==> src/hdl/nmt_pkg.sv <==
// Shared types and constants for the 3x3 neighbourhood mean threshold block.
package nmt_pkg;

    localparam int SIDE_W = 11;
    localparam int CNT_W  = 2 * SIDE_W;

    localparam logic [SIDE_W-1:0] SIDE_RESET  = 11'd512;
    localparam logic [CNT_W-1:0]  TOTAL_RESET = 22'd262144;

    typedef struct packed {
        logic top;
        logic bot;
        logic lft;
        logic rgt;
    } border_t;

    typedef struct packed {
        logic    give;
        logic    last;
        border_t border;
    } item_ctl_t;

endpackage

==> src/hdl/nmt_judge.sv <==
// Clipped neighbourhood sum, scaled centre, compare and output register.
module nmt_judge import nmt_pkg::*; #(
    parameter int PIXEL_BITS = 16
) (
    input  logic                       aclk,
    input  logic                       aresetn,
    input  logic                       adv,
    input  logic                       in_valid,
    input  item_ctl_t                  in_ctl,
    input  logic [8:0][PIXEL_BITS-1:0] win,
    output logic                       out_valid,
    output logic                       out_above,
    output logic                       out_last
);

    localparam int SUM_W = PIXEL_BITS + 4;

    logic [2:0]       row_ok;
    logic [2:0]       col_ok;
    logic [1:0]       row_cnt;
    logic [1:0]       col_cnt;
    logic [3:0]       count;
    logic [SUM_W-1:0] sum;
    logic [SUM_W-1:0] scaled;

    logic             s3_valid_reg;
    logic             s3_last_reg;
    logic [SUM_W-1:0] s3_sum_reg;
    logic [SUM_W-1:0] s3_scaled_reg;
    logic             out_valid_reg;
    logic             out_above_reg;
    logic             out_last_reg;

    always_comb begin
        row_ok  = {in_ctl.border.bot, 1'b1, in_ctl.border.top};
        col_ok  = {in_ctl.border.rgt, 1'b1, in_ctl.border.lft};
        row_cnt = 2'd1 + 2'(in_ctl.border.top) + 2'(in_ctl.border.bot);
        col_cnt = 2'd1 + 2'(in_ctl.border.lft) + 2'(in_ctl.border.rgt);
        count   = 4'(row_cnt) * 4'(col_cnt);
        sum     = '0;
        for (int i = 0; i < 9; i++) begin
            if (row_ok[i/3] && col_ok[i%3]) begin
                sum = sum + SUM_W'(win[i]);
            end
        end
        scaled = SUM_W'(win[4]) * SUM_W'(count);
    end

    always_ff @(posedge aclk) begin
        if (!aresetn) begin
            s3_valid_reg  <= 1'b0;
            out_valid_reg <= 1'b0;
        end else if (adv) begin
            s3_valid_reg  <= in_valid;
            out_valid_reg <= s3_valid_reg;
        end
    end

    always_ff @(posedge aclk) begin
        if (adv) begin
            s3_last_reg   <= in_ctl.last;
            s3_sum_reg    <= sum;
            s3_scaled_reg <= scaled;
            out_above_reg <= s3_scaled_reg > s3_sum_reg;
            out_last_reg  <= s3_last_reg;
        end
    end

    assign out_valid = out_valid_reg;
    assign out_above = out_above_reg;
    assign out_last  = out_last_reg;

endmodule

==> config.mk <==
export PLATFORM = sky130hd
export DESIGN_NAME = nmt_judge
export DESIGN_NICKNAME = d
export VERILOG_FILES = /design/src/hdl/nmt_pkg.sv /design/src/hdl/nmt_judge.sv
export SDC_FILE = /design/constraint.sdc
export NUM_CORES = 1
export LEC_CHECK = 0
export BUFFER_PORTS_ARGS = -buffer_cell sky130_fd_sc_hd__buf_4
export CELL_PAD_IN_SITES_DETAIL_PLACEMENT = 1
export CELL_PAD_IN_SITES_GLOBAL_PLACEMENT = 2
export CORE_UTILIZATION = 35
export CTS_CLUSTER_DIAMETER = 120
export DETAILED_ROUTE_END_ITERATION = 10
export GPL_TIMING_DRIVEN = 0
export HOLD_SLACK_MARGIN = 0.03
export PLACE_DENSITY_LB_ADDON = 0.12
export SLEW_MARGIN = 25
export SYNTH_ARGS = -nofsm -noshare
export SYNTH_HDL_FRONTEND = slang
export SYNTH_SLANG_ARGS = --single-unit
==> constraint.sdc <==
create_clock -name aclk -period 13.9 [get_ports aclk]
set_clock_uncertainty 0.15 [all_clocks]
set_input_delay 1.39 -clock aclk [delete_from_list [all_inputs] [get_ports aclk]]
set_output_delay 1.39 -clock aclk [all_outputs]
set_load 0.05 [all_outputs]
==> results of run 1 <==
[layer usage]
layer / up-vias / GRT usage / routed length, um
met1: 5246 / 0.278 / 17300
met4: 0 / 0.0303 / 455
met5: - / 0 / 0
met2: 153 / 0.413 / 18600
met3: 17 / 0.0195 / 870
li1: 5524 / - / -
[cell families after synthesis]
| group | after synthesis |
|---|---|
| muxes | 32 |
| AOI/OAI and AO/OA | 412 |
| and+or+nand+nor | 470 |
| buffers and inverters | 141 |
| adders and majority gates | 219 |
| DFF | 45 |
| xor gates and xnor gates | 129 |
[what timing repair did]
item                       4_1_cts  5_1_grt
setup buffers                    0        3
gates cloned                     0        0
hold endpoints to repair         0        0
setup endpoints to repair        7        8
pin swaps                        0        4
resized for setup                8       32
[stage by stage]
step,area (um2),worst slack [ps],util,setup TNS [ps]
after floorplan,11300,1840,-,0
after global placement,12900,-727,0.408,-3750
after detailed placement,12900,-936,0.408,-4800
after CTS,13100,87.7,0.414,0
after global routing,13300,-30.6,0.419,-30.6
final,13300,864,0.419,0
[final cells by class]
class / count / share of cell area
multi-input cells: 1262 / 0.723
flip-flops and latches: 45 / 0.100
repair buffers: 150 / 0.0847
well taps: 402 / 0.0378
inverters: 104 / 0.0294
plain buffers: 36 / 0.0120
clock buffers: 6 / 0.0105
clock inverters: 2 / 0.00282
[power by group]
group / internal, mW / total (mW) / switching, mW
Combinational: 0.869 / 2.02 / 1.15
Sequential: 0.226 / 0.242 / 0.0158
Clock: 0.0897 / 0.140 / 0.0503
[worst min-delay path by stage]
stage                                     start            endpoint  depth (start not counted)
after floorplan           s3_last_reg$_DFFE_PP_  out_last$_DFFE_PP_                          0
after global placement    s3_last_reg$_DFFE_PP_  out_last$_DFFE_PP_                          0
after detailed placement  s3_last_reg$_DFFE_PP_  out_last$_DFFE_PP_                          0
after CTS                 s3_last_reg$_DFFE_PP_  out_last$_DFFE_PP_                          0
after global routing      s3_last_reg$_DFFE_PP_  out_last$_DFFE_PP_                          0
final                     s3_last_reg$_DFFE_PP_  out_last$_DFFE_PP_                          0
[layout by cell type (no fill, tap or decap), drive strengths merged, types with 6 or more instances in the layout]
| cell | instances |
|---|---|
| a211oi | 12 |
| a21o | 33 |
| a21oi | 123 |
| a31oi | 14 |
| and2 | 42 |
| and3 | 22 |
| buf | 159 |
| clkbuf | 33 |
| edfxtp | 43 |
| fa | 36 |
| ha | 182 |
| inv | 102 |
| mux2 | 21 |
| mux2i | 11 |
| nand2 | 134 |
| nand2b | 21 |
| nand3 | 48 |
| nand3b | 6 |
| nand4 | 9 |
| nor2 | 103 |
| nor2b | 22 |
| nor3 | 37 |
| o2111ai | 7 |
| o211ai | 10 |
| o21a | 28 |
| o21ai | 90 |
| o21bai | 24 |
| o31ai | 11 |
| or2 | 7 |
| or3 | 9 |
| xnor2 | 92 |
| xor2 | 36 |
==> results.tsv, run 1 <==
metric	value	unit
wl_per_cell	18.5	um
firstDrtPassIters	4	
grt_pass1_wl	58200	um
crit_fanout	10	
ys_seq_elements	45	
crit_arrival	12910	ps
power	2.41	mW
clk_pin_slew	60	ps
yosys-top-cells-count	ha_1, nand2_1, a21oi_1	
fillers	3936	
yosysWarnings	0	
synth-compound-area-share	0.234	
synthesis.instances	1448	
drv_cap	0	
initial_core_util	0.358	
hp-class	reg2reg	
ff_latch_area	1330	um2
critPathCapture	s3_sum_reg[19]$_DFFE_PP_	
synth_edf_count	43	
cts_max_level	2	
synth_top_cell_area_share	0.201	
crit_start	in_ctl[1]	
synth_fa_ha_area_frac	0.265	
grt_pass1_vias	11200	
vias	10900	
synthMuxAreaShare	0.0306	
cpMostUsedCell	a21oi_1	
slew_violations	0	
cp.required	13780	ps
grt_remaining_overflow	0	
r2r_setup_slack	11430	ps
vdd_drop_max	0.0676	mV
synth_xor_area_frac	0.102	
synth_ff_type	edfxtp_1	
max_freq	0.0767	GHz
fp.dieW	182	um
antenna_cells	0	
num-nets-final	1976	
yosysMostFrequentCell	ha_1	
period_share	0.938	
dr.first_iter.drc_count	331	
ys_types	80	
drive_gt1_frac	0.146	
rr_endpoint	out_above$_DFFE_PP_	
setup_viol_count_final	0	
placedCellCount	1997	
whs	271	ps
cts.sinks	45	
dieArea	33100	um2
crit_buf_inv	5	
crit_family	compound AO/OA/AOI/OAI gates	
drc_errors	0	
r2r_cells	14	
hpwlAfterDp	32200	um
finalHoldViolations	0	
antenna_left	0	
run_status	finished, final reports clean	
root_buffer	clkbuf_16	
syn_to_final_growth	17.2	%
instances_no_fill	2007	
slew_headroom	0.409	
synthSimpleGateAreaFrac	0.202	
cts_hold_buf	0	
worstMarginPinSlew	887	ps
drt-total-wl	37200	um
syn_avg_cell_area	7.83	um2
vias_per_cell	5.45	
synth-seq-area-share	0.117	
grtUsageTotal	0.221	
worstSetupStartpointType	input port	
coreArea	31700	um2
clock_latency	290	ps
rr_startpoint	s3_sum_reg[5]$_DFFE_PP_	
multi_input_area	9600	um2
synth_top_family_by_area	adder cells	
io_pins	157	
worstSetupPathType	in2reg	
leakagePower	6.16	nW
cp_slowest_cell	fa_2	
clockBufferDepth	2	
cts_buffers	5	
grt_max_degree	46	
rows	65	
synth_area_leaders	ha_1, edfxtp_1, xnor2_1	
port-buffer-count	147	
cp-end-kind	register	
grt_antenna_before_repair	0	
powerDensity	181	nW/um2
cts_tree	done	
fin_crit	13040	ps
dieHeight	182	um
place_congestion	0.836	
yosysTopAreaCell	ha_1	
worstSetupPathDepth	63	
slowest_delay	390	ps
synth_nets	1820	
syn_area	11300	um2
async_flop_share	0	
Power figures use the tool's default switching activity.
==> inputs of run 2 (changes only) <==
--- a/config.mk
+++ b/config.mk
@@ -14,6 +14,7 @@
 export GPL_TIMING_DRIVEN = 0
 export HOLD_SLACK_MARGIN = 0.03
 export PLACE_DENSITY_LB_ADDON = 0.12
+export RECOVER_POWER = 50
 export SLEW_MARGIN = 25
 export SYNTH_ARGS = -nofsm -noshare
 export SYNTH_HDL_FRONTEND = slang
==> results.tsv, run 2 (same netlist as run 1, synthesis figures left out) <==
metric	value	unit
grt_antenna_before_repair	0	
antenna_cells	0	
fp.dieW	182	um
power_frac_clock	0.058	
hold_end	out_last$_DFFE_PP_	
swShare	0.507	
vdd_drop_max	0.0676	mV
grtUsageTotal	0.221	
dr.first_iter.drc_count	331	
cts_buffers	5	
power_switching	1.22	mW
tns	0	ps
final_cell_mix	ha_1, buf_4, nand2_1, a21oi_1	
crit_fanout	10	
cp.required	13780	ps
initial_core_util	0.358	
r2r_setup_slack	11430	ps
p_int	1.19	mW
r2r_cells	14	
worstMarginPinSlew	2360	ps
grt_pass1_wl	58200	um
slew_violations	46	
grt_pass1_vias	11200	
grt_use_met3	0.0195	
worstHoldStart	s3_last_reg$_DFFE_PP_	
crit_arrival	12910	ps
firstDrtPassIters	4	
rows	65	
io_pins	157	
violations	max-capacitance violations, max-slew violations	
period_share	0.938	
hpwlAfterDp	32200	um
drive_gt1_frac	0.146	
slew_headroom	-0.571	
dieHeight	182	um
grt-busiest-layer	met2	
slowest_delay	390	ps
gr-usage-met1	0.278	
drc_errors	0	
mostFrequentLayoutCell	ha_1	
finalHoldViolations	0	
grt_use_met2	0.413	
clockBufferDepth	2	
cp_slowest_cell	fa_2	
syn_to_final_growth	17.1	%
run_status	finished with violations	
port-buffer-count	147	
power	2.41	mW
clock_latency	290	ps
antenna_left	0	
crit_buf_inv	5	
place_congestion	0.836	
cts_tree	done	
num-nets-final	1976	
grt_max_degree	46	
cts_max_level	2	
cpMostUsedCell	a21oi_1	
worstSetupPathType	in2reg	
dieArea	33100	um2
drt-total-wl	37200	um
hold_depth	0	
crit_family	compound AO/OA/AOI/OAI gates	
grt_remaining_overflow	0	
leakagePower	6.15	nW
stdcell_area	13300	um2
coreArea	31700	um2
cts.sinks	45	
worstSetupStartpointType	input port	
clk_pin_slew	60	ps
root_buffer	clkbuf_16	
vias_per_cell	5.45	
rr_startpoint	s3_sum_reg[5]$_DFFE_PP_	
wl_per_cell	18.5	um
vias	10900	
rr_endpoint	out_above$_DFFE_PP_	
setup_viol_count_final	0	
hp-class	reg2reg	
powerDensity	181	nW/um2
seq_power_share	0.101	
cp-end-kind	register	
max_freq	0.0767	GHz
place_area	12900	um2
drv_cap	1	
combinationalPowerShare	0.841	
fin_crit	13040	ps
[run 2: cell types whose count changed in the layout (fill, tap and decap cells not counted), sizes merged]
cell / before / now
clkbuf: 33 / 35
buf: 159 / 157
[run 2: power by group through the flow]
stage | sequential, mW | combinational (mW) | clock [mW]
floorplan | 0.241 | 1.49 | 0
global placement | 0.242 | 1.94 | 0
detailed placement | 0.244 | 1.98 | 0
CTS | 0.243 | 2.01 | 0.142
global route | 0.247 | 2.26 | 0.146
finish | 0.242 | 2.02 | 0.140
[run 2: worst max path at each step]
stage	slack, ps	cells after the start	to	start
CTS	90	60	s3_sum_reg[19]$_DFFE_PP_	in_ctl[1]
global placement	-730	58	s3_sum_reg[19]$_DFFE_PP_	in_ctl[1]
global route	-30	63	s3_sum_reg[19]$_DFFE_PP_	in_ctl[1]
finish	860	63	s3_sum_reg[19]$_DFFE_PP_	in_ctl[1]
detailed placement	-940	58	s3_sum_reg[19]$_DFFE_PP_	in_ctl[1]
floorplan	1840	62	s3_sum_reg[19]$_DFFE_PP_	in_ctl[1]
[run 2: through the flow]
stage | hold slack [ps] | utilization | std cells | setup slack [ps]
2_1_floorplan | 250 | - | 1448 | 1840
3_3_place_gp | 252 | 0.408 | 1997 | -727
3_5_place_dp | 256 | 0.408 | 1997 | -936
4_1_cts | 271 | 0.414 | 2004 | 87.7
5_1_grt | 283 | 0.419 | 2007 | -30.6
6_report | 268 | 0.419 | 2007 | 864
[run 2: area by class of cell]
class / count / area [um2]
Clock buffer: 6 / 139
Buffer: 36 / 159
Multi-Input combinational cell: 1262 / 9600
Clock inverter: 2 / 37.5
Timing Repair Buffer: 150 / 1120
Sequential cell: 45 / 1330
Tap cell: 402 / 503
Inverter: 104 / 390
Fill cell: 3935 / 18400
[run 2: routing by layer]
metal  vias up  wire [um]  part of all wire
met5         -          0                 0
met4         0        455             0.012
met3        17        870             0.023
met2       153      18600              0.50
met1      5246      17200              0.46
li1       5524          -                 -
[run 2: repair_timing]
| action | CTS | global route |
|---|---|---|
| setup buffers | 0 | 3 |
| hold buffers | 0 | 0 |
| pin swaps | 0 | 4 |
| endpoints found under the setup margin | 7 | 8 |
| cloned | 0 | 0 |
| resized for setup | 8 | 32 |
[run 2: worst reg2reg max path, cell delays in order, from the launching register on]
cell,delay (ps)
edfxtp_1,380
inv_1,80
ha_1,240
a21oi_1,130
nor2b_1,50
o21ai_0,140
nand2b_1,80
a21oi_1,140
nor2b_1,60
o21ai_0,150
nand2b_1,70
a21oi_1,200
o41ai_1,90
a31oi_1,170
nor2_1,80
