File: config.mk
export PLATFORM = sky130hd
export DESIGN_NAME = nmt_ctrl
export DESIGN_NICKNAME = d
export VERILOG_FILES = /design/src/hdl/nmt_pkg.sv /design/src/hdl/nmt_ctrl.sv
export SDC_FILE = /design/constraint.sdc
export NUM_CORES = 1
export LEC_CHECK = 0
export ABC_AREA = 1
export BUFFER_PORTS_ARGS = -buffer_cell sky130_fd_sc_hd__buf_2
export CAP_MARGIN = 20
export CORE_MARGIN = 2
export CORE_UTILIZATION = 45
export CTS_CLUSTER_SIZE = 30
export DETAILED_ROUTE_END_ITERATION = 16
export GPL_TIMING_DRIVEN = 1
export HOLD_SLACK_MARGIN = 0.02
export PLACE_DENSITY = 0.64
export SETUP_SLACK_MARGIN = 0.3
export SLEW_MARGIN = 20
export SYNTH_ARGS = -nofsm -noshare
export SYNTH_HDL_FRONTEND = slang
export SYNTH_SLANG_ARGS = --single-unit
File: constraint.sdc
create_clock -name aclk -period 6.81 [get_ports aclk]
set_clock_uncertainty 0.1 [all_clocks]
set_input_delay 0.3405 -clock aclk [delete_from_list [all_inputs] [get_ports aclk]]
set_output_delay 0.3405 -clock aclk [all_outputs]
set_load 0.05 [all_outputs]
File: src/hdl/nmt_pkg.sv
// Shared types and constants for the 3x3 neighbourhood mean threshold block.
package nmt_pkg;

    localparam int SIDE_W = 11;
    localparam int CNT_W  = 2 * SIDE_W;

    localparam logic [SIDE_W-1:0] SIDE_RESET  = 11'd512;
    localparam logic [CNT_W-1:0]  TOTAL_RESET = 22'd262144;

    typedef struct packed {
        logic top;
        logic bot;
        logic lft;
        logic rgt;
    } border_t;

    typedef struct packed {
        logic    give;
        logic    last;
        border_t border;
    } item_ctl_t;

endpackage

File: src/hdl/nmt_ctrl.sv
// Frame counters, side register and per-transaction push/result decisions.
module nmt_ctrl import nmt_pkg::*; #(
    parameter int MAX_SIDE = 1024,
    localparam int ADDR_W = (MAX_SIDE > 1) ? $clog2(MAX_SIDE) : 1
) (
    input  logic              aclk,
    input  logic              aresetn,
    input  logic              cfg_valid,
    input  logic [SIDE_W-1:0] cfg_data,
    input  logic              accept,
    input  logic              drain,
    output logic              push,
    output logic [ADDR_W-1:0] col,
    output item_ctl_t         ctl
);

    localparam int CMP_W = ((ADDR_W > SIDE_W) ? ADDR_W : SIDE_W) + 1;

    logic [SIDE_W-1:0] side_reg;
    logic [CNT_W-1:0]  total_reg;
    logic [CNT_W-1:0]  taken_reg;
    logic [ADDR_W-1:0] col_reg;
    logic [SIDE_W-1:0] res_col_reg;
    logic [SIDE_W-1:0] res_row_reg;

    logic [SIDE_W-1:0] side_next;
    logic [CNT_W-1:0]  total_next;
    logic              full;
    logic              give;
    logic              last;
    logic              col_wrap;
    logic              res_col_end;
    logic              res_row_end;

    always_comb begin
        if (cfg_data == '0) begin
            side_next = SIDE_W'(1);
        end else if (32'(cfg_data) > MAX_SIDE) begin
            side_next = SIDE_W'(MAX_SIDE);
        end else begin
            side_next = cfg_data;
        end
        total_next = CNT_W'(side_next) * CNT_W'(side_next);
    end

    always_comb begin
        full        = taken_reg >= total_reg;
        push        = drain ? full : !full;
        give        = push && (taken_reg >= (CNT_W'(side_reg) + CNT_W'(1)));
        res_col_end = ((SIDE_W+1)'(res_col_reg) + (SIDE_W+1)'(1)) >= (SIDE_W+1)'(side_reg);
        res_row_end = ((SIDE_W+1)'(res_row_reg) + (SIDE_W+1)'(1)) >= (SIDE_W+1)'(side_reg);
        last        = give && res_col_end && res_row_end;
        col_wrap    = (CMP_W'(col_reg) + CMP_W'(1)) >= CMP_W'(side_reg);
        col         = col_reg;
        ctl.give       = give;
        ctl.last       = last;
        ctl.border.top = res_row_reg != '0;
        ctl.border.bot = !res_row_end;
        ctl.border.lft = res_col_reg != '0;
        ctl.border.rgt = !res_col_end;
    end

    always_ff @(posedge aclk) begin
        if (!aresetn) begin
            side_reg    <= SIDE_RESET;
            total_reg   <= TOTAL_RESET;
            taken_reg   <= '0;
            col_reg     <= '0;
            res_col_reg <= '0;
            res_row_reg <= '0;
        end else if (cfg_valid) begin
            side_reg    <= side_next;
            total_reg   <= total_next;
            taken_reg   <= '0;
            col_reg     <= '0;
            res_col_reg <= '0;
            res_row_reg <= '0;
        end else if (accept && push) begin
            if (last) begin
                taken_reg   <= '0;
                col_reg     <= '0;
                res_col_reg <= '0;
                res_row_reg <= '0;
            end else begin
                taken_reg <= taken_reg + CNT_W'(1);
                col_reg   <= col_wrap ? '0 : col_reg + ADDR_W'(1);
                if (give) begin
                    if (res_col_end) begin
                        res_col_reg <= '0;
                        res_row_reg <= res_row_reg + SIDE_W'(1);
                    end else begin
                        res_col_reg <= res_col_reg + SIDE_W'(1);
                    end
                end
            end
        end
    end

`ifndef SYNTHESIS
    a_taken_bound: assert property (@(posedge aclk) disable iff (!aresetn)
        taken_reg <= total_reg + CNT_W'(side_reg))
        else $error("push count beyond frame plus drain");

    a_col_bound: assert property (@(posedge aclk) disable iff (!aresetn)
        (CMP_W'(col_reg) < CMP_W'(side_reg)) && (res_col_reg < side_reg)
        && (res_row_reg < side_reg))
        else $error("column or result position out of frame");

    a_restart: assert property (@(posedge aclk) disable iff (!aresetn)
        accept && push && last && !cfg_valid |=> taken_reg == '0 && col_reg == '0)
        else $error("frame did not restart after final result");
`endif

endmodule

==> results_dict.tcl, run 1 <==
set metrics [dict create \
    cpMostUsedCell "inv_1" \
    layout_commonest_cell "inv_1" \
    layout_common_cells "inv_1 (256), nand2_1 (253), nor2_1 (124)" \
    synth_ff_type "dfxtp_1" \
    wire_per_inst_um 14.1 \
    period_minus_slack_ps 6060 \
    netlist_instances 1335 \
    gr-usage-all-layers 0.215 \
    grt_pass1_vias 8098 \
    yosysUniqueCellTypes 49 \
    start_util 0.459 \
    final_net_count 1569 \
    setup_viol 0 \
    via_count 8374 \
    viasPerCell 5.08 \
    grt_pass1_wl_um 39100 \
    gr-total-overflow 0 \
    endpoint_kind "flip-flop" \
    cts_root_buf "clkbuf_16" \
    p_sw_frac 0.402 \
    drtIter0Drc 447 \
    pwr-share-seq 0.298 \
    whs_ps 166 \
    synth_async_sr_flop_share 0 \
    die_h_um 151 \
    ys_ff_latch 85 \
    clock_latency_ps 360 \
    slew_headroom 0.506 \
    vdd.ir_drop.worst_v 0.0000974 \
    synth_edf_count 0 \
    area_delta_synth_final_pct 7.26 \
    critical_path_class "in -> reg" \
    fmax_mhz 165 \
    report.final.slew_viol_count 0 \
    power_density_nw_per_um2 175 \
    post-route-util 0.492 \
    std_cell_rows 53 \
    diodes 0 \
    fin_crit_sh 0.889 \
    largest_reg_flops 22 \
    cts.clk_slew.worst_paths_ps 70 \
    cts-htree-levels 3 \
    outcome "finished, final reports clean" \
    place_ws_ps 401 \
    hold_violations 0 \
    place_congestion 0.923 \
    switchingPower_uw 728 \
    dp.final_hpwl_um 18800 \
    intPower_uw 1080 \
    cap_violations 0 \
    route.detailed.drc 0 \
    arrival_ps 6170 \
    cts_setup_buffers 0 \
    syn_area_um2 9680 \
    worst_slack_ps 753 \
    cts_tree "yes" \
    rsz0062_at_grt "false" \
    crit_family "adder cells" \
    hp-class "in -> reg" \
    grt_max_degree 36 \
    cts_sinks 85 \
    port_buffers 32 \
    ys_seq_area_frac 0.176 \
    wirelength_um 23200 \
    worstPathMaxFanout 7 \
    dieArea_um2 22700 \
    leakage_uw 0.00504 \
    ioPinCount 33 \
    cts_resized 0 \
    p_total_uw 1810 \
    core_area_um2 21100 \
    synth.avg_cell_area_um2 7.25 \
    worstPathRequired_ps 6920 \
    yosysWarningCount 0 \
    crit_path_start_kind "input port" \
    cts_buffers 9 \
    antenna_left 0 \
    clockPowerShare 0.292 \
    firstDrtPassIters 7 \
    combPwrFrac 0.410 \
    ctsHoldBuffers 0 \
    slowest_stage "fa_1" \
    cpPeakStageDelay_ps 550 \
    fin_tns_setup_ps 0 \
    drive_above_1_share 0.0948 \
    tightest_slew_ps 740 \
    worst-path-buf-inv 8 \
    clockBufferDepth 2 \
    grt_antenna_before_repair 0 \
    die_w_um 151 \
]
==> power by group through the flow <==
stage	combinational, uW	clock [uW]	sequential (uW)
floorplan	584	0	550
global placement	729	0	551
detailed placement	741	0	552
CTS	750	537	540
global route	856	560	544
finish	743	530	540
==> cells in the mapped netlist, types with 10 or more instances <==
cell | count | share of area
nand3_2 | 21 | 0.022
nor2_1 | 124 | 0.048
nand3_1 | 53 | 0.027
xnor2_1 | 14 | 0.013
inv_2 | 13 | 0.0050
a21oi_1 | 70 | 0.036
o22ai_1 | 19 | 0.012
nor3_1 | 28 | 0.014
inv_1 | 256 | 0.099
dfxtp_1 | 85 | 0.18
a21oi_2 | 21 | 0.019
nor4_1 | 11 | 0.0071
nand2_1 | 253 | 0.098
fa_1 | 63 | 0.13
nand4_1 | 33 | 0.021
xor2_1 | 34 | 0.031
clkbuf_1 | 10 | 0.0039
ha_1 | 123 | 0.16
o21ai_0 | 31 | 0.016
==> worst register-to-register path: stages, from the launching register on <==
cell and delay, ps:
dfxtp_1 390, inv_1 150, nor4_1 390, nand3_1 140, nor2_1 200, nand3_1 110, xor2_1 160, ha_1 270
nand2_1 60, nor4_1 270, nand3_1 150, nand3_2 160, inv_2 90, nor2_4 480, nand2_2 300, o21ai_0 220
nor2_1 60
==> cell type report <==
type	instances	area, um2
well taps	275	344
clock buffers	9	225
fillers	2156	10700
multi-input cells	965	6820
clock inverters	7	87.6
flip-flops and latches	85	1700
inverters	269	1010
repair buffers	37	198
==> logic make-up (layout without fill, tap and decap cells) <==
family,Yosys count,count (layout),share of synthesized area
compound gates,169,169,0.106
buf+inv,297,322,0.125
flops,85,85,0.176
xor+xnor,48,48,0.0434
fa+ha+maj,186,186,0.289
other cells,2,14,0.000776
simple gates,548,548,0.260
==> per-layer routing <==
| metal | GRT usage | wire length (um) |
|---|---|---|
| met1 | 0.300 | 11500 |
| met2 | 0.351 | 10400 |
| met3 | 0.0206 | 701 |
| met4 | 0.0706 | 521 |
| met5 | 0 | 0 |
==> final timing paths <==
path,from,endpoint,slack (ps),depth (start not counted)
hold / removal,aresetn,total_reg[21]$_SDFFE_PN0P_,170,3
setup / recovery,cfg_data[7],total_reg[16]$_SDFFE_PN0P_,750,26
hold reg to reg,total_reg[19]$_SDFFE_PN0P_,total_reg[19]$_SDFFE_PN0P_,360,2
setup reg to reg,side_reg[2]$_SDFFE_PN0P_,res_row_reg[0]$_SDFFE_PP0P_,3000,16
==> stage by stage <==
stage	area [um2]	cells
floorplan	9730	1347
global placement	10100	1631
detailed placement	10100	1631
CTS	10400	1647
global route	10400	1647
finish	10400	1647
No activity file was read; power rests on OpenSTA's default activity.
==> inputs of run 2 (changes only) <==
BUFFER_PORTS_ARGS = -buffer_cell sky130_fd_sc_hd__buf_4   (was -buffer_cell sky130_fd_sc_hd__buf_2)
==> results_dict.tcl, run 2 (synthesis gave the netlist of run 1 again) <==
set metrics [dict create \
    outcome "finished, final reports clean" \
    drive_above_1_share 0.0941 \
    leakage_uw 0.00504 \
    die_h_um 151 \
    wirelength_um 22900 \
    via_count 8350 \
    gr-total-overflow 0 \
    start_util 0.459 \
    firstDrtPassIters 8 \
    place_congestion 0.909 \
    cpPeakStageDelay_ps 540 \
    grt_max_degree 60 \
    critical_path_class "in -> reg" \
    drtIter0Drc 444 \
    report.final.slew_viol_count 0 \
    cts_resized 0 \
    die_w_um 151 \
    hold_violations 0 \
    grt_antenna_before_repair 0 \
    grt_pass1_wl_um 38900 \
    placed_area_um2 10100 \
    wire_per_inst_um 13.9 \
    cts_sinks 85 \
    nFillCells 2147 \
    hp-class "in -> reg" \
    cts_buffers 9 \
    worstPathMaxFanout 7 \
    cts-htree-levels 3 \
    cap_violations 0 \
    ctsHoldBuffers 0 \
    area_delta_synth_final_pct 7.78 \
    slowest_stage "fa_1" \
    std_cell_rows 53 \
    cpMostUsedCell "inv_1" \
    route.detailed.drc 0 \
    viasPerCell 5.07 \
    dieArea_um2 22700 \
    layout_common_cells "inv_1 (256), nand2_1 (253), nor2_1 (124)" \
    cts_setup_buffers 0 \
    fmax_mhz 164 \
    port_buffers 32 \
    fin_tns_setup_ps 0 \
    gr-usage-all-layers 0.214 \
    ioPinCount 33 \
    clockBufferDepth 2 \
    cts.clk_slew.worst_paths_ps 60 \
    core_area_um2 21100 \
    crit_path_start_kind "input port" \
    largest_reg_flops 22 \
    layout_commonest_cell "inv_1" \
    grt_pass1_vias 8055 \
    fin_crit_sh 0.898 \
    final_cell_area_um2 10400 \
    worstPathRequired_ps 6920 \
    cts_root_buf "clkbuf_16" \
    power_density_nw_per_um2 169 \
    dp.final_hpwl_um 18500 \
    tightest_slew_ps 790 \
    final_net_count 1568 \
    setup_viol 0 \
    antenna_left 0 \
    endpoint_kind "flip-flop" \
    diodes 0 \
    period_minus_slack_ps 6110 \
    cts_tree "yes" \
    vdd.ir_drop.worst_v 0.0000965 \
    clock_latency_ps 360 \
    arrival_ps 6230 \
    rsz0062_at_grt "false" \
    slew_headroom 0.473 \
]
[run 2: area by class of cell]
class,count,area [um2],share of cell area
timing repair buffer,36,270,0.0259
sequential,85,1700,0.163
clock buffer,10,239,0.0229
tap,275,344,0.0330
clock inverter,6,51.3,0.00492
inverter,269,1010,0.0968
multi-input combinational,965,6820,0.653
[run 2: routing by layer]
metal	GRT usage	routed length, um	up-vias
li1	-	-	4328
met1	0.304	11400	3842
met2	0.342	10300	153
met3	0.0206	731	27
met4	0.0710	459	0
met5	0	0	-
[run 2: path summary, 6_finish.rpt]
check	from	endpoint	slack, ps	depth (start not counted)
max	cfg_data[7]	total_reg[16]$_SDFFE_PN0P_	700	26
min	aresetn	total_reg[21]$_SDFFE_PN0P_	170	3
max reg2reg	side_reg[2]$_SDFFE_PN0P_	res_row_reg[0]$_SDFFE_PP0P_	3000	16
min reg2reg	total_reg[17]$_SDFFE_PN0P_	total_reg[17]$_SDFFE_PN0P_	360	2
[run 2: critical path, delay by kind of cell]
kind            cells  cell delay, ps
fa+ha+maj           6            2920
simple gates        7            1170
compound gates      5            1020
buf+inv             8             770
[run 2: where the power goes]
part           total (uW)  internal, uW  leakage (uW)  switching (uW)
sequential            541           529      0.000689            11.8
combinational         738           263       0.00421             475
clock                 483           262      0.000140             221
total                1760          1050       0.00504             708
[run 2: through the flow]
stage | utilization | total power, uW | hold slack [ps] | worst slack, ps | cells
after floorplan | - | 1130 | 326 | 1230 | 1347
after global placement | 0.481 | 1290 | 348 | 387 | 1630
after detailed placement | 0.481 | 1290 | 351 | 364 | 1630
after CTS | 0.495 | 1780 | 150 | 750 | 1646
after global routing | 0.495 | 1930 | 184 | 345 | 1646
final | 0.495 | 1760 | 167 | 697 | 1646
==> inputs of run 3 (changes only) <==
CELL_PAD_IN_SITES_DETAIL_PLACEMENT = 0   (was unset)
CELL_PAD_IN_SITES_GLOBAL_PLACEMENT = 1   (was unset)
PLACE_DENSITY = 0.81   (was 0.64)
==> results_dict.tcl, run 3 (synthesis gave the netlist of run 1 again) <==
set metrics [dict create \
    cts_root_buf "clkbuf_16" \
    top_layer "met4" \
    cts.clk_slew.worst_paths_ps 60 \
    arrival_ps 5950 \
    hp-class "in -> reg" \
    post-route-util 0.496 \
    leakage_uw 0.00505 \
    grt_pass1_wl_um 40000 \
    ioPinCount 33 \
    std_cell_rows 53 \
    clock_latency_ps 350 \
    largest_reg_flops 22 \
    dieArea_um2 22700 \
    placed_area_um2 10100 \
    start_util 0.459 \
    dr_wl_met3_um 1090 \
    firstDrtPassIters 5 \
    drtIter0Drc 370 \
    place_congestion 0.843 \
    grt_max_degree 48 \
    ctsHoldBuffers 0 \
    rsz0062_at_grt "false" \
    endpoint_kind "flip-flop" \
    fin_tns_setup_ps 0 \
    clockBufferDepth 2 \
    cts_tree "yes" \
    report.final.slew_viol_count 0 \
    worstPathRequired_ps 6930 \
    area_delta_synth_final_pct 8.05 \
    setup_viol 0 \
    die_w_um 151 \
    drive_above_1_share 0.0926 \
    fin_crit_sh 0.857 \
    wl_met2_um 11000 \
    nFillCells 2206 \
    cap_violations 0 \
    diodes 0 \
    outcome "finished, final reports clean" \
    final_cell_area_um2 10500 \
    dp.final_hpwl_um 19400 \
    cts_resized 0 \
    critical_path_class "in -> reg" \
    fmax_mhz 171 \
    viasPerCell 5.11 \
    slew_headroom 0.517 \
    wire_per_inst_um 14.7 \
    worstPathMaxFanout 7 \
    power_density_nw_per_um2 177 \
    cts_setup_buffers 0 \
    tightest_slew_ps 723 \
    gr-usage-all-layers 0.223 \
    port_buffers 32 \
    cts-htree-levels 3 \
    multiInputGateArea_um2 6820 \
    cts_buffers 9 \
    layout_commonest_cell "inv_1" \
    die_h_um 151 \
    via_count 8404 \
    core_area_um2 21100 \
    period_minus_slack_ps 5840 \
    gr-total-overflow 0 \
    antenna_left 0 \
    grt_antenna_before_repair 0 \
    met1_length_um 11700 \
    hold_violations 0 \
    crit_path_start_kind "input port" \
    grt_pass1_vias 8081 \
    vdd.ir_drop.worst_v 0.000109 \
    route.detailed.drc 0 \
    cts_sinks 85 \
    final_net_count 1568 \
    regArea_um2 1700 \
    layout_common_cells "inv_1 (256), nand2_1 (253), nor2_1 (124)" \
    wirelength_um 24200 \
]
[run 3: cell count changes in the layout (fill, tap and decap cells not counted), sizes merged]
cell      before  now
bufinv         0    2
clkbuf        10   11
clkinv         2    0
clkinvlp       1    2
inv          272  270
[run 3: power by group]
part	internal [uW]	leakage, uW	switching, uW
Combinational	266	0.00421	494
Clock	323	0.000146	221
Sequential	529	0.000689	13.1
Total	1120	0.00505	729
[run 3: per-layer routing]
layer / GRT usage / up-vias
met5: 0 / -
met4: 0.0528 / 0
met3: 0.0345 / 22
met2: 0.370 / 170
met1: 0.306 / 3895
li1: - / 4317
[run 3: cell type report]
class,instances,share of cell area
multi-input cells,965,0.652
flip-flops and latches,85,0.163
inverters,269,0.0965
well taps,275,0.0329
repair buffers,36,0.0258
clock buffers,11,0.0222
clock inverters,5,0.00801
[run 3: stage by stage]
step	hold slack, ps	power (uW)	cells	setup WS (ps)
final	149	1850	1646	974
after global routing	155	2000	1646	553
after CTS	138	1860	1646	986
after detailed placement	350	1310	1630	627
after global placement	346	1300	1630	725
after floorplan	326	1130	1347	1230
[run 3: worst paths after layout]
check        slack, ps  cells after the start                          end                       start
max                970                     26   total_reg[16]$_SDFFE_PN0P_                 cfg_data[7]
min                150                      3   total_reg[21]$_SDFFE_PN0P_                     aresetn
max reg2reg       2960                     16  res_row_reg[0]$_SDFFE_PP0P_    side_reg[2]$_SDFFE_PN0P_
min reg2reg        360                      2   total_reg[15]$_SDFFE_PN0P_  total_reg[15]$_SDFFE_PN0P_
[run 3: critical path, stage by stage]
cell and delay (ps):
buf_4 110, nor4_1 250, nand3_1 110, nor3_2 140, nor2_1 140, inv_1 120
nand2_1 180, inv_1 230, nand2_1 120, fa_1 560, inv_1 70, fa_1 500
inv_1 50, fa_1 480, inv_1 50, fa_1 530, inv_1 50, fa_1 520
inv_1 40, ha_1 340, a21oi_1 210, o21ai_1 160, a21boi_0 330, o21ai_1 140
nor2_1 100, o22ai_1 80
